File: config.mk
export PLATFORM = sky130hd
export DESIGN_NAME = seven_segment_frame_encoder
export DESIGN_NICKNAME = d
export VERILOG_FILES = /design/src/design/sfe_pkg.sv /design/src/design/sfe_digits.sv /design/src/design/sfe_serial.sv /design/src/design/seven_segment_frame_encoder.sv
export SDC_FILE = /design/constraint.sdc
export NUM_CORES = 1
export LEC_CHECK = 0
export ABC_CLOCK_PERIOD_IN_PS = 8600
export BUFFER_PORTS_ARGS = -buffer_cell sky130_fd_sc_hd__buf_2
export CAP_MARGIN = 20
export CORE_MARGIN = 5
export CORE_UTILIZATION = 35
export CTS_CLUSTER_DIAMETER = 100
export CTS_CLUSTER_SIZE = 25
export DETAILED_ROUTE_END_ITERATION = 7
export PLACE_DENSITY = 0.49
export SLEW_MARGIN = 40
export SYNTH_ARGS = -nofsm -noshare
export SYNTH_HDL_FRONTEND = slang
export SYNTH_SLANG_ARGS = --single-unit
export TNS_END_PERCENT = 20
File: constraint.sdc
create_clock -name clk -period 8.6 [get_ports clk]
set_input_delay 0.86 -clock clk [delete_from_list [all_inputs] [get_ports clk]]
set_output_delay 0.86 -clock clk [all_outputs]
set_load 0.01 [all_outputs]
File: src/design/sfe_pkg.sv
// Shared types, constants and the segment lookup for the seven-segment
// frame encoder. No dependencies; imported by every module of the block.
`timescale 1ns / 1ps
`default_nettype none

package sfe_pkg;

  localparam int VALUE_W    = 16;
  localparam int DP_W       = 8;
  localparam int FRAME_W    = 16;
  localparam int DIGITS     = 4;
  localparam int MAX_DISPLAY = 9999;

  localparam logic [FRAME_W-1:0] BLANK_FRAME   = 16'h00FF;
  localparam logic [7:0]         DP_CLEAR_MASK = 8'h7F;

  typedef logic [3:0] digit_t;

  // Payload handed from the digit pipeline to the frame serializer.
  typedef struct packed {
    logic                  bank;
    logic [DP_W-1:0]       dp;
    digit_t [DIGITS-1:0]   dig;   // dig[0] is the thousands digit
  } sfe_item_t;

  // Common-anode segment code of one decimal digit; non-decimal codes blank.
  function automatic logic [7:0] seg_of(input digit_t d);
    logic [7:0] s;
    unique case (d)
      4'd0:    s = 8'hC0;
      4'd1:    s = 8'hF9;
      4'd2:    s = 8'hA4;
      4'd3:    s = 8'hB0;
      4'd4:    s = 8'h99;
      4'd5:    s = 8'h92;
      4'd6:    s = 8'h82;
      4'd7:    s = 8'hF8;
      4'd8:    s = 8'h80;
      4'd9:    s = 8'h90;
      default: s = 8'hFF;
    endcase
    return s;
  endfunction

endpackage

`default_nettype wire

File: src/design/sfe_digits.sv
// Three-stage decimal digit extraction pipeline: clamp and thousands,
// hundreds, then tens and ones. Depends on sfe_pkg.
`timescale 1ns / 1ps
`default_nettype none

module sfe_digits (
  input  wire logic                          clk,
  input  wire logic                          rst_n,
  input  wire logic                          in_valid,
  output logic                               in_stall,
  input  wire logic [sfe_pkg::VALUE_W-1:0]   in_value,
  input  wire logic                          in_bank_select,
  input  wire logic [sfe_pkg::DP_W-1:0]      in_dp_position,
  output logic                               dq_valid,
  input  wire logic                          dq_ready,
  output sfe_pkg::sfe_item_t                 dq_item
);
  import sfe_pkg::*;

  // Stage valid bits and per-stage enables
  logic s1_valid_r, s2_valid_r, s3_valid_r;
  logic en1, en2, en3;

  // Stage 1 payload
  digit_t          s1_th_r;
  logic [9:0]      s1_rem_r;
  logic            s1_bank_r;
  logic [DP_W-1:0] s1_dp_r;

  // Stage 2 payload
  digit_t          s2_th_r, s2_hu_r;
  logic [6:0]      s2_rem_r;
  logic            s2_bank_r;
  logic [DP_W-1:0] s2_dp_r;

  // Stage 3 payload
  sfe_item_t       s3_item_r;

  // Combinational per-stage results
  logic [13:0] vc, th_base;
  digit_t      th_nxt, hu_nxt, te_nxt;
  logic [9:0]  rem1_nxt, hu_base;
  logic [6:0]  rem2_nxt, te_base;
  digit_t      on_nxt;

  // A stage loads when empty or when its contents move on
  assign en3      = !s3_valid_r || dq_ready;
  assign en2      = !s2_valid_r || en3;
  assign en1      = !s1_valid_r || en2;
  assign in_stall = !en1;

  // Clamp and pick the thousands digit by parallel threshold compares
  always_comb begin
    vc      = (in_value > VALUE_W'(MAX_DISPLAY)) ? 14'(MAX_DISPLAY) : in_value[13:0];
    th_nxt  = '0;
    th_base = '0;
    for (int k = 1; k < 10; k++) begin
      if (vc >= 14'(k * 1000)) begin
        th_nxt  = 4'(k);
        th_base = 14'(k * 1000);
      end
    end
    rem1_nxt = 10'(vc - th_base);
  end

  // Hundreds digit from the remainder below one thousand
  always_comb begin
    hu_nxt  = '0;
    hu_base = '0;
    for (int k = 1; k < 10; k++) begin
      if (s1_rem_r >= 10'(k * 100)) begin
        hu_nxt  = 4'(k);
        hu_base = 10'(k * 100);
      end
    end
    rem2_nxt = 7'(s1_rem_r - hu_base);
  end

  // Tens and ones from the remainder below one hundred
  always_comb begin
    te_nxt  = '0;
    te_base = '0;
    for (int k = 1; k < 10; k++) begin
      if (s2_rem_r >= 7'(k * 10)) begin
        te_nxt  = 4'(k);
        te_base = 7'(k * 10);
      end
    end
    on_nxt = 4'(s2_rem_r - te_base);
  end

  // Advance valid bits
  always_ff @(posedge clk) begin
    if (!rst_n) begin
      s1_valid_r <= 1'b0;
      s2_valid_r <= 1'b0;
      s3_valid_r <= 1'b0;
    end else begin
      if (en1) s1_valid_r <= in_valid;
      if (en2) s2_valid_r <= s1_valid_r;
      if (en3) s3_valid_r <= s2_valid_r;
    end
  end

  // Advance payload
  always_ff @(posedge clk) begin
    if (en1) begin
      s1_th_r   <= th_nxt;
      s1_rem_r  <= rem1_nxt;
      s1_bank_r <= in_bank_select;
      s1_dp_r   <= in_dp_position;
    end
    if (en2) begin
      s2_th_r   <= s1_th_r;
      s2_hu_r   <= hu_nxt;
      s2_rem_r  <= rem2_nxt;
      s2_bank_r <= s1_bank_r;
      s2_dp_r   <= s1_dp_r;
    end
    if (en3) begin
      s3_item_r.bank   <= s2_bank_r;
      s3_item_r.dp     <= s2_dp_r;
      s3_item_r.dig[0] <= s2_th_r;
      s3_item_r.dig[1] <= s2_hu_r;
      s3_item_r.dig[2] <= te_nxt;
      s3_item_r.dig[3] <= on_nxt;
    end
  end

  assign dq_valid = s3_valid_r;
  assign dq_item  = s3_item_r;

endmodule

`default_nettype wire

File: src/design/sfe_serial.sv
// Frame serializer: turns one digit set into four digit frames and a
// blanking frame on a registered output. Depends on sfe_pkg.
`timescale 1ns / 1ps
`default_nettype none

module sfe_serial (
  input  wire logic                          clk,
  input  wire logic                          rst_n,
  input  wire logic                          dq_valid,
  output logic                               dq_ready,
  input  wire sfe_pkg::sfe_item_t            dq_item,
  output logic                               out_valid,
  input  wire logic                          out_stall,
  output logic [sfe_pkg::FRAME_W-1:0]        out_frame,
  output logic                               out_last
);
  import sfe_pkg::*;

  localparam logic [2:0] LAST_IDX = 3'(DIGITS);

  logic              busy_r;
  logic [2:0]        cnt_r;
  sfe_item_t         item_r;
  logic              out_valid_r, out_last_r;
  logic [FRAME_W-1:0] out_frame_r;

  logic              out_adv;
  logic [2:0]        sel_idx;
  logic [7:0]        sel, seg;
  logic [FRAME_W-1:0] frame_nxt;

  // Output register frees when empty or when its transfer completes
  assign out_adv  = !out_valid_r || !out_stall;
  assign dq_ready = !busy_r || (out_adv && cnt_r == LAST_IDX);

  // Build the frame for the current slot
  always_comb begin
    sel_idx = {item_r.bank, cnt_r[1:0]};
    sel     = 8'b1 << sel_idx;
    seg     = seg_of(item_r.dig[cnt_r[1:0]]);
    if (item_r.dp == DP_W'(cnt_r)) seg = seg & DP_CLEAR_MASK;
    frame_nxt = (cnt_r == LAST_IDX) ? BLANK_FRAME : {sel, seg};
  end

  // Sequence slots and drive the output register
  always_ff @(posedge clk) begin
    if (!rst_n) begin
      busy_r      <= 1'b0;
      cnt_r       <= '0;
      out_valid_r <= 1'b0;
    end else begin
      if (out_adv) out_valid_r <= busy_r;
      // Take a new digit set, else advance or close the current one
      if (dq_valid && dq_ready) begin
        busy_r <= 1'b1;
        cnt_r  <= '0;
      end else if (out_adv && busy_r) begin
        if (cnt_r == LAST_IDX) begin
          busy_r <= 1'b0;
        end else begin
          cnt_r <= cnt_r + 3'd1;
        end
      end
    end
  end

  // Payload registers
  always_ff @(posedge clk) begin
    if (out_adv && busy_r) begin
      out_frame_r <= frame_nxt;
      out_last_r  <= (cnt_r == LAST_IDX);
    end
    if (dq_valid && dq_ready) item_r <= dq_item;
  end

  assign out_valid = out_valid_r;
  assign out_frame = out_frame_r;
  assign out_last  = out_last_r;

endmodule

`default_nettype wire

File: src/design/seven_segment_frame_encoder.sv
// Top level of the seven-segment frame encoder: digit pipeline feeding
// the frame serializer. Depends on sfe_pkg, sfe_digits and sfe_serial.
`timescale 1ns / 1ps
`default_nettype none

// Each transfer on the input (value, bank select, decimal-point position)
// produces five output transfers: four digit frames, thousands first, each
// with a one-hot digit select in the high byte and the active-low segment
// code in the low byte, then the blanking frame 0x00FF with out_last set.
// Values above 9999 show as 9999; a decimal-point position of 4 or more
// lights no point. The first frame is presented once the digit set has
// passed three digit-extraction stages, the serializer's holding register
// and the output register. The single frame output carries one frame per
// cycle while out_stall is low, so the block sustains one input for every
// five frames; the input side keeps accepting into the pipeline while
// earlier frames wait on out_stall, until its three stages fill.
module seven_segment_frame_encoder (
  input  wire logic                          clk,
  input  wire logic                          rst_n,
  input  wire logic                          in_valid,
  output logic                               in_stall,
  input  wire logic [sfe_pkg::VALUE_W-1:0]   in_value,
  input  wire logic                          in_bank_select,
  input  wire logic [sfe_pkg::DP_W-1:0]      in_dp_position,
  output logic                               out_valid,
  input  wire logic                          out_stall,
  output logic [sfe_pkg::FRAME_W-1:0]        out_frame,
  output logic                               out_last
);
  import sfe_pkg::*;

  logic      dq_valid, dq_ready;
  sfe_item_t dq_item;

  // Extract decimal digits
  sfe_digits u_digits (
    .clk            (clk),
    .rst_n          (rst_n),
    .in_valid       (in_valid),
    .in_stall       (in_stall),
    .in_value       (in_value),
    .in_bank_select (in_bank_select),
    .in_dp_position (in_dp_position),
    .dq_valid       (dq_valid),
    .dq_ready       (dq_ready),
    .dq_item        (dq_item)
  );

  // Emit frames
  sfe_serial u_serial (
    .clk       (clk),
    .rst_n     (rst_n),
    .dq_valid  (dq_valid),
    .dq_ready  (dq_ready),
    .dq_item   (dq_item),
    .out_valid (out_valid),
    .out_stall (out_stall),
    .out_frame (out_frame),
    .out_last  (out_last)
  );

endmodule

`default_nettype wire

==> results.sh, run 1 <==
export IMPL_num_rows=46
export IMPL_max_stage_delay_ns=0.60
export IMPL_drc=0
export IMPL_portBuffers=47
export IMPL_area_delta_synth_final_pct=19.6
export IMPL_clock_latency_ns=0.40
export IMPL_antenna_cells=0
export IMPL_status="complete, no violations"
export IMPL_setup_violations=0
export IMPL_antenna_found_initial=0
export IMPL_ff2ff_setup_slack_ns=5.41
export IMPL_clkTransAtPathRegs_ns=0.05
export IMPL_fin_crit_sh_pct=50.3
export IMPL_netlist_top_cells_area="edfxtp_1 59%, ha_1 4.3%, dfxtp_1 2.8%"
export IMPL_syn_inst=458
export IMPL_synth_edf_count=114
export IMPL_cts_buffers=17
export IMPL_crit_reg2reg_launch="u_digits.s1_rem_r[3]"
export IMPL_maxCapViolCount=0
export IMPL_r2r_end="u_digits.s2_rem_r[6]"
export IMPL_vias_per_cell=4.89
export IMPL_hold_viol_final=0
export IMPL_clock_sinks=122
export IMPL_drive_above_1_share_pct=20.0
export IMPL_fin_skew_ns=0.00392
export IMPL_place_gp_congestion=0.911
export IMPL_dieArea_um2=19100
export IMPL_cpMostUsedCell="ha_1"
export IMPL_cts_resized_gates=0
export IMPL_cts_max_path_buffers=2
export IMPL_synth_warnings=0
export IMPL_drt_total_wl_um=10000
export IMPL_drt_iter0_drc=156
export IMPL_post_synth_num_cell_types=69
export IMPL_top_level_ports=48
export IMPL_cp_startpoint="in_value[6]"
export IMPL_post_cts_setup_buffers=0
export IMPL_hp_class="reg2reg"
export IMPL_postSynthAreaPerCell_um2=12.6
export IMPL_initial_core_util_pct=36.0
export IMPL_fin_nets=557
export IMPL_grt_max_degree=27
export IMPL_crit_fanout=11
export IMPL_final_area_um2=6880
export IMPL_power_leakage_nw=2.62
export IMPL_rsz0062_at_grt="false"
export IMPL_worstMarginPinSlew_ns=0.800
export IMPL_powerDensity_nw_per_um2=265
export IMPL_min_period_ns=4.32
export IMPL_routedWlPerCell_um=13.7
export IMPL_cts_hold_buf=0
export IMPL_seq_area_frac_synth_pct=62.2
export IMPL_place_hpwl_um=7340
export IMPL_synth_top_area_share_pct=59.5
export IMPL_cts_tree="yes"
export IMPL_max_freq_mhz=231
export IMPL_cp_slowest_cell="a211oi_2"
export IMPL_cp_required_ns=8.75
export IMPL_startpoint_type="input pin"
export IMPL_max_slew_margin_pct=45.3
export IMPL_endpoint="u_digits.s1_rem_r[9]"
export IMPL_synth_top_flop_cell="edfxtp_1"
export IMPL_die_x_um=138
export IMPL_path_class="in2reg"
export IMPL_ctsRootBufferMaster="clkbuf_16"
export IMPL_dr_pass1_iters=4
export IMPL_grt_total_usage_pct=10.8
export IMPL_synth_seq_cells=122
export IMPL_worstSetupEndpointType="flip-flop"
export IMPL_num_vias=3597
export IMPL_synthArstFlopShare_pct=0
export IMPL_fin_tns_setup_ns=0
export IMPL_grt_overflow_total=0
export IMPL_yosys_area_top_type="edfxtp_1"
export IMPL_synthesis_area_um2=5760
export IMPL_crit_arrival_ns=4.47
export IMPL_synthesis_nets=509
export IMPL_htree_levels=4
export IMPL_ir_drop_mv=0.149
export IMPL_die_height_um=138
export IMPL_maxSlewViolCount=0
export IMPL_drt_antenna_violating_nets=0
export IMPL_grt_pass1_wl_um=16700
export IMPL_crit_chain="buf_2 -> or4_4 -> a211oi_2 -> and2b_4 -> nand2_1 -> a211o_1 -> a221o_1 -> a21oi_2 -> o21ai_1 -> ha_1 -> inv_1 -> ha_1 -> nor2_1 -> a21oi_1 -> o211a_1 -> o221ai_2 -> xnor2_1"
export IMPL_core_area_um2=16000
export IMPL_placed_area_um2=6210
export IMPL_r2r_cells=14
export IMPL_grt_pass1_vias=3525
==> cell type report <==
| class | count | area, um2 |
|---|---|---|
| Timing Repair Buffer | 48 | 243 |
| Clock buffer | 17 | 425 |
| Clock inverter | 15 | 246 |
| Sequential cell | 122 | 3580 |
| Multi-Input combinational cell | 283 | 1990 |
| Tap cell | 216 | 270 |
| Fill cell | 1546 | 9120 |
| Inverter | 34 | 128 |
==> logic make-up after synthesis <==
| family | synth area share, % |
|---|---|
| AND/OR/NAND/NOR | 11.3 |
| AO/OA/AOI/OAI | 12.4 |
| multiplexers | 2.28 |
| buffers and inverters | 3.67 |
| XOR/XNOR | 2.89 |
| adder cells (fa/ha/maj) | 5.22 |
| flip-flops | 62.2 |
==> report_power, final <==
group	internal [mW]	leakage [nW]	total, mW	switching [mW]
clock	0.544	0.316	0.799	0.255
combinational	0.107	1.11	0.232	0.125
sequential	0.740	1.20	0.791	0.0515
==> state kept, by name, indices dropped and copies added (netlist names), 3 cells and up <==
name	flops
u_digits.dq_item	25
u_serial.item_r	25
u_serial.out_frame	16
u_digits.s1_rem_r	10
u_digits.s1_dp_r	8
u_digits.s2_dp_r	8
u_digits.s2_rem_r	7
u_digits.s1_th_r	4
u_digits.s2_hu_r	4
u_digits.s2_th_r	4
u_serial.cnt_r	3
==> cells in the mapped netlist, drive strengths merged (3+ instances only) <==
library cell  number
o21a               7
nand2b             6
mux4               4
inv               34
o311ai             3
nand3              5
nand2             28
o22ai              4
and2               7
nand4              5
o21ai             25
xor2               4
a211oi             3
or2                3
mux2i              3
xnor2             15
or2b               3
nor3               9
dfxtp              8
nor2b              5
a31oi              5
buf                4
a21oi             24
or3                6
and3               4
edfxtp           114
clkbuf            15
a21o               3
ha                20
nor2              39
a211o              3
==> cells in the final DEF, fill, tap and decap left out, types with 3 or more instances in the layout <==
cell and n:
edfxtp_1 114, buf_2 47, nor2_1 39, inv_1 33
nand2_1 26, a21oi_1 22, o21ai_0 21, ha_1 20
clkbuf_16 17, xnor2_1 15, nor3_1 8, dfxtp_1 8
o21a_1 7, and2_1 7, or3_1 6, nand2b_1 6
bufinv_16 6, nand3_1 5, nand4_1 5, a31oi_1 5
and3_1 4, nor2b_1 4, mux4_2 4, xor2_1 4
o22ai_1 4, clkinvlp_4 4, a211o_1 3, o311ai_0 3
o21ai_1 3, or2b_1 3, a21o_1 3, mux2i_1 3
==> per-layer routing <==
metal / vias to the layer above / track usage (%) / wire (um)
met1: 1690 / 12.2 / 4320
met5: - / 0 / 0
met2: 82 / 17.9 / 4970
li1: 1801 / - / -
met3: 24 / 3.97 / 434
met4: 0 / 5.56 / 316
==> stage by stage <==
stage | power (mW) | setup WS [ns] | cells | hold slack, ns | utilization, %
6_report | 1.82 | 4.28 | 735 | 0.416 | 43.0
3_3_place_gp | 1.03 | 3.95 | 703 | 0.402 | 38.7
2_1_floorplan | 0.977 | 4.41 | 458 | 0.400 | -
5_1_grt | 1.91 | 4.00 | 735 | 0.422 | 43.0
3_5_place_dp | 1.04 | 3.87 | 703 | 0.405 | 38.8
4_1_cts | 1.84 | 4.29 | 735 | 0.418 | 43.0
==> worst min-delay path by stage <==
stage                        start             endpoint  slack (ns)  cells after the start
2_1_floorplan  u_digits.s2_th_r[0]  u_digits.dq_item[0]        0.40                      0
3_3_place_gp   u_digits.s2_hu_r[2]  u_digits.dq_item[6]        0.40                      0
3_5_place_dp   u_digits.s1_dp_r[7]  u_digits.s2_dp_r[7]        0.41                      0
4_1_cts        u_digits.dq_item[1]   u_serial.item_r[1]        0.42                      0
5_1_grt        u_digits.s1_th_r[3]  u_digits.s2_th_r[3]        0.42                      0
6_report        u_digits.s1_bank_r   u_digits.s2_bank_r        0.42                      0
==> critical path: cells and delay by family <==
kind                     cells  cell delay (ns)
XOR/XNOR                     1             0.13
buffers and inverters        2             0.22
adder cells (fa/ha/maj)      2             0.40
AND/OR/NAND/NOR              4             0.90
AO/OA/AOI/OAI                8             1.97
No activity file was read; power rests on OpenSTA's default activity.
==> inputs of run 2 (changes only) <==
--- a/config.mk
+++ b/config.mk
@@ -5,7 +5,7 @@
 export SDC_FILE = /design/constraint.sdc
 export NUM_CORES = 1
 export LEC_CHECK = 0
-export ABC_CLOCK_PERIOD_IN_PS = 8600
+export ABC_CLOCK_PERIOD_IN_PS = 4500
 export BUFFER_PORTS_ARGS = -buffer_cell sky130_fd_sc_hd__buf_2
 export CAP_MARGIN = 20
 export CORE_MARGIN = 5
==> constraint.sdc (replaced) <==
create_clock -name clk -period 4.5 [get_ports clk]
set_input_delay 0.45 -clock clk [delete_from_list [all_inputs] [get_ports clk]]
set_output_delay 0.45 -clock clk [all_outputs]
set_load 0.01 [all_outputs]
==> results.sh, run 2 (synthesis gave the netlist of run 1 again) <==
export IMPL_status="complete, no violations"
export IMPL_p_sw_uw=784
export IMPL_place_hpwl_um=7270
export IMPL_fin_tns_setup_ns=0
export IMPL_drc=0
export IMPL_cts_buffers=17
export IMPL_wl_met2_um=4910
export IMPL_fin_skew_ns=0.00605
export IMPL_swShare_pct=25.3
export IMPL_whs_ns=0.224
export IMPL_max_freq_mhz=285
export IMPL_fin_crit_sh_pct=77.9
export IMPL_area_delta_synth_final_pct=17.2
export IMPL_met3_length_um=435
export IMPL_portBuffers=47
export IMPL_placed_area_um2=6230
export IMPL_setup_violations=0
export IMPL_drt_iter0_drc=264
export IMPL_fillCellCount=1542
export IMPL_crit_fanout=10
export IMPL_hp_class="in2reg"
export IMPL_ir_drop_mv=0.256
export IMPL_seqCellArea_um2=3580
export IMPL_die_height_um=138
export IMPL_crit_arrival_ns=3.65
export IMPL_clockPowerShare_pct=36.9
export IMPL_top_layer_used="met4"
export IMPL_htree_levels=4
export IMPL_max_slew_margin_pct=61.4
export IMPL_ctsRootBufferMaster="clkbuf_16"
export IMPL_internal_power_mw=2.31
export IMPL_cts_max_path_buffers=2
export IMPL_routedWlPerCell_um=13.2
export IMPL_cp_required_ns=4.65
export IMPL_top_level_ports=48
export IMPL_wl_met1_um=4140
export IMPL_die_x_um=138
export IMPL_cts_hold_buf=0
export IMPL_hold_viol_final=0
export IMPL_fin_nets=561
export IMPL_final_area_um2=6750
export IMPL_clock_sinks=122
export IMPL_dieArea_um2=19100
export IMPL_place_gp_congestion=0.905
export IMPL_grt_total_usage_pct=10.8
export IMPL_antenna_found_initial=0
export IMPL_clkTransAtPathRegs_ns=0.05
export IMPL_layout_commonest_cell="edfxtp_1"
export IMPL_clock_latency_ns=0.40
export IMPL_initial_core_util_pct=36.0
export IMPL_grt_max_degree=27
export IMPL_grt_pass1_vias=3588
export IMPL_post_cts_setup_buffers=0
export IMPL_cts_resized_gates=0
export IMPL_grt_pass1_wl_um=16800
export IMPL_utilization_pct=42.2
export IMPL_dr_pass1_iters=4
export IMPL_power_leakage_nw=2.56
export IMPL_min_period_ns=3.50
export IMPL_power_frac_seq_pct=48.8
export IMPL_cts_tree="yes"
export IMPL_worstMarginPinSlew_ns=0.571
export IMPL_path_class="in2reg"
export IMPL_maxCapViolCount=0
export IMPL_drt_antenna_violating_nets=0
export IMPL_drive_above_1_share_pct=19.1
export IMPL_powerDensity_nw_per_um2=459
export IMPL_final_cell_mix="114 x edfxtp_1, 47 x buf_2, 39 x nor2_1"
export IMPL_startpoint_type="input pin"
export IMPL_worstSetupEndpointType="flip-flop"
export IMPL_maxSlewViolCount=0
export IMPL_power_frac_comb_pct=14.3
export IMPL_core_area_um2=16000
export IMPL_drt_total_wl_um=9770
export IMPL_rsz0062_at_grt="false"
export IMPL_vias_per_cell=4.87
export IMPL_num_vias=3602
export IMPL_antenna_cells=0
export IMPL_multi_input_area_um2=1980
export IMPL_grt_overflow_total=0
export IMPL_num_rows=46
[run 2: cell types whose count changed in the layout (fill, tap and decap cells not counted)]
cell,previous run,this run
bufinv_16,6,0
buf_4,1,5
clkinv_1,0,4
clkbuf_1,0,2
a311oi_1,1,2
a311oi_2,1,0
clkinvlp_4,4,5
inv_6,2,1
nand2_1,26,27
nand2_2,2,1
[run 2: power by group through the flow]
stage	Sequential (mW)	Clock, mW	Combinational [mW]
after floorplan	1.47	0	0.400
after global placement	1.53	0	0.443
after detailed placement	1.53	0	0.448
after CTS	1.51	1.18	0.449
after global routing	1.53	1.24	0.513
final	1.51	1.14	0.442
[run 2: through the flow]
step	power [mW]	cells	setup slack, ns
final	3.10	739	0.996
after global routing	3.28	739	0.751
after CTS	3.14	739	0.969
after detailed placement	1.98	707	0.632
after global placement	1.97	707	0.645
after floorplan	1.87	458	0.724
[run 2: final cells by class]
class	count	area share, %
sequential	122	53.1
multi-input combinational	283	29.3
clock buffer	19	6.42
timing repair buffer	52	4.04
tap	216	4.01
inverter	34	1.89
clock inverter	13	1.19
[run 2: per-layer routing]
| layer | global-route usage, % | vias to the layer above |
|---|---|---|
| met5 | 0 | - |
| met4 | 6.60 | 0 |
| met1 | 12.2 | 1690 |
| li1 | - | 1805 |
| met2 | 17.8 | 85 |
| met3 | 3.21 | 22 |
[run 2: path summary, 6_finish.rpt]
check / startpoint / end / slack (ns) / cells after the start
hold reg to reg: u_digits.dq_item[9] / u_serial.item_r[9] / 0.41 / 0
hold / removal: in_bank_select / u_digits.s1_bank_r / 0.22 / 1
setup / recovery: in_value[6] / u_digits.s1_rem_r[9] / 1.0 / 17
setup reg to reg: u_digits.s1_rem_r[3] / u_digits.s2_rem_r[6] / 1.25 / 14
[run 2: worst max-delay path, cell delays in order]
cell      delay, ns
buf_2          0.16
or4_4          0.53
a211oi_2       0.26
and2b_4        0.19
nand2_1        0.05
a211o_1        0.32
a221o_1        0.38
a21oi_2        0.16
o21ai_1        0.07
ha_1           0.22
inv_1          0.06
ha_1           0.18
nor2_1         0.05
a21oi_1        0.14
o211a_1        0.19
o221ai_2       0.11
xnor2_1        0.13
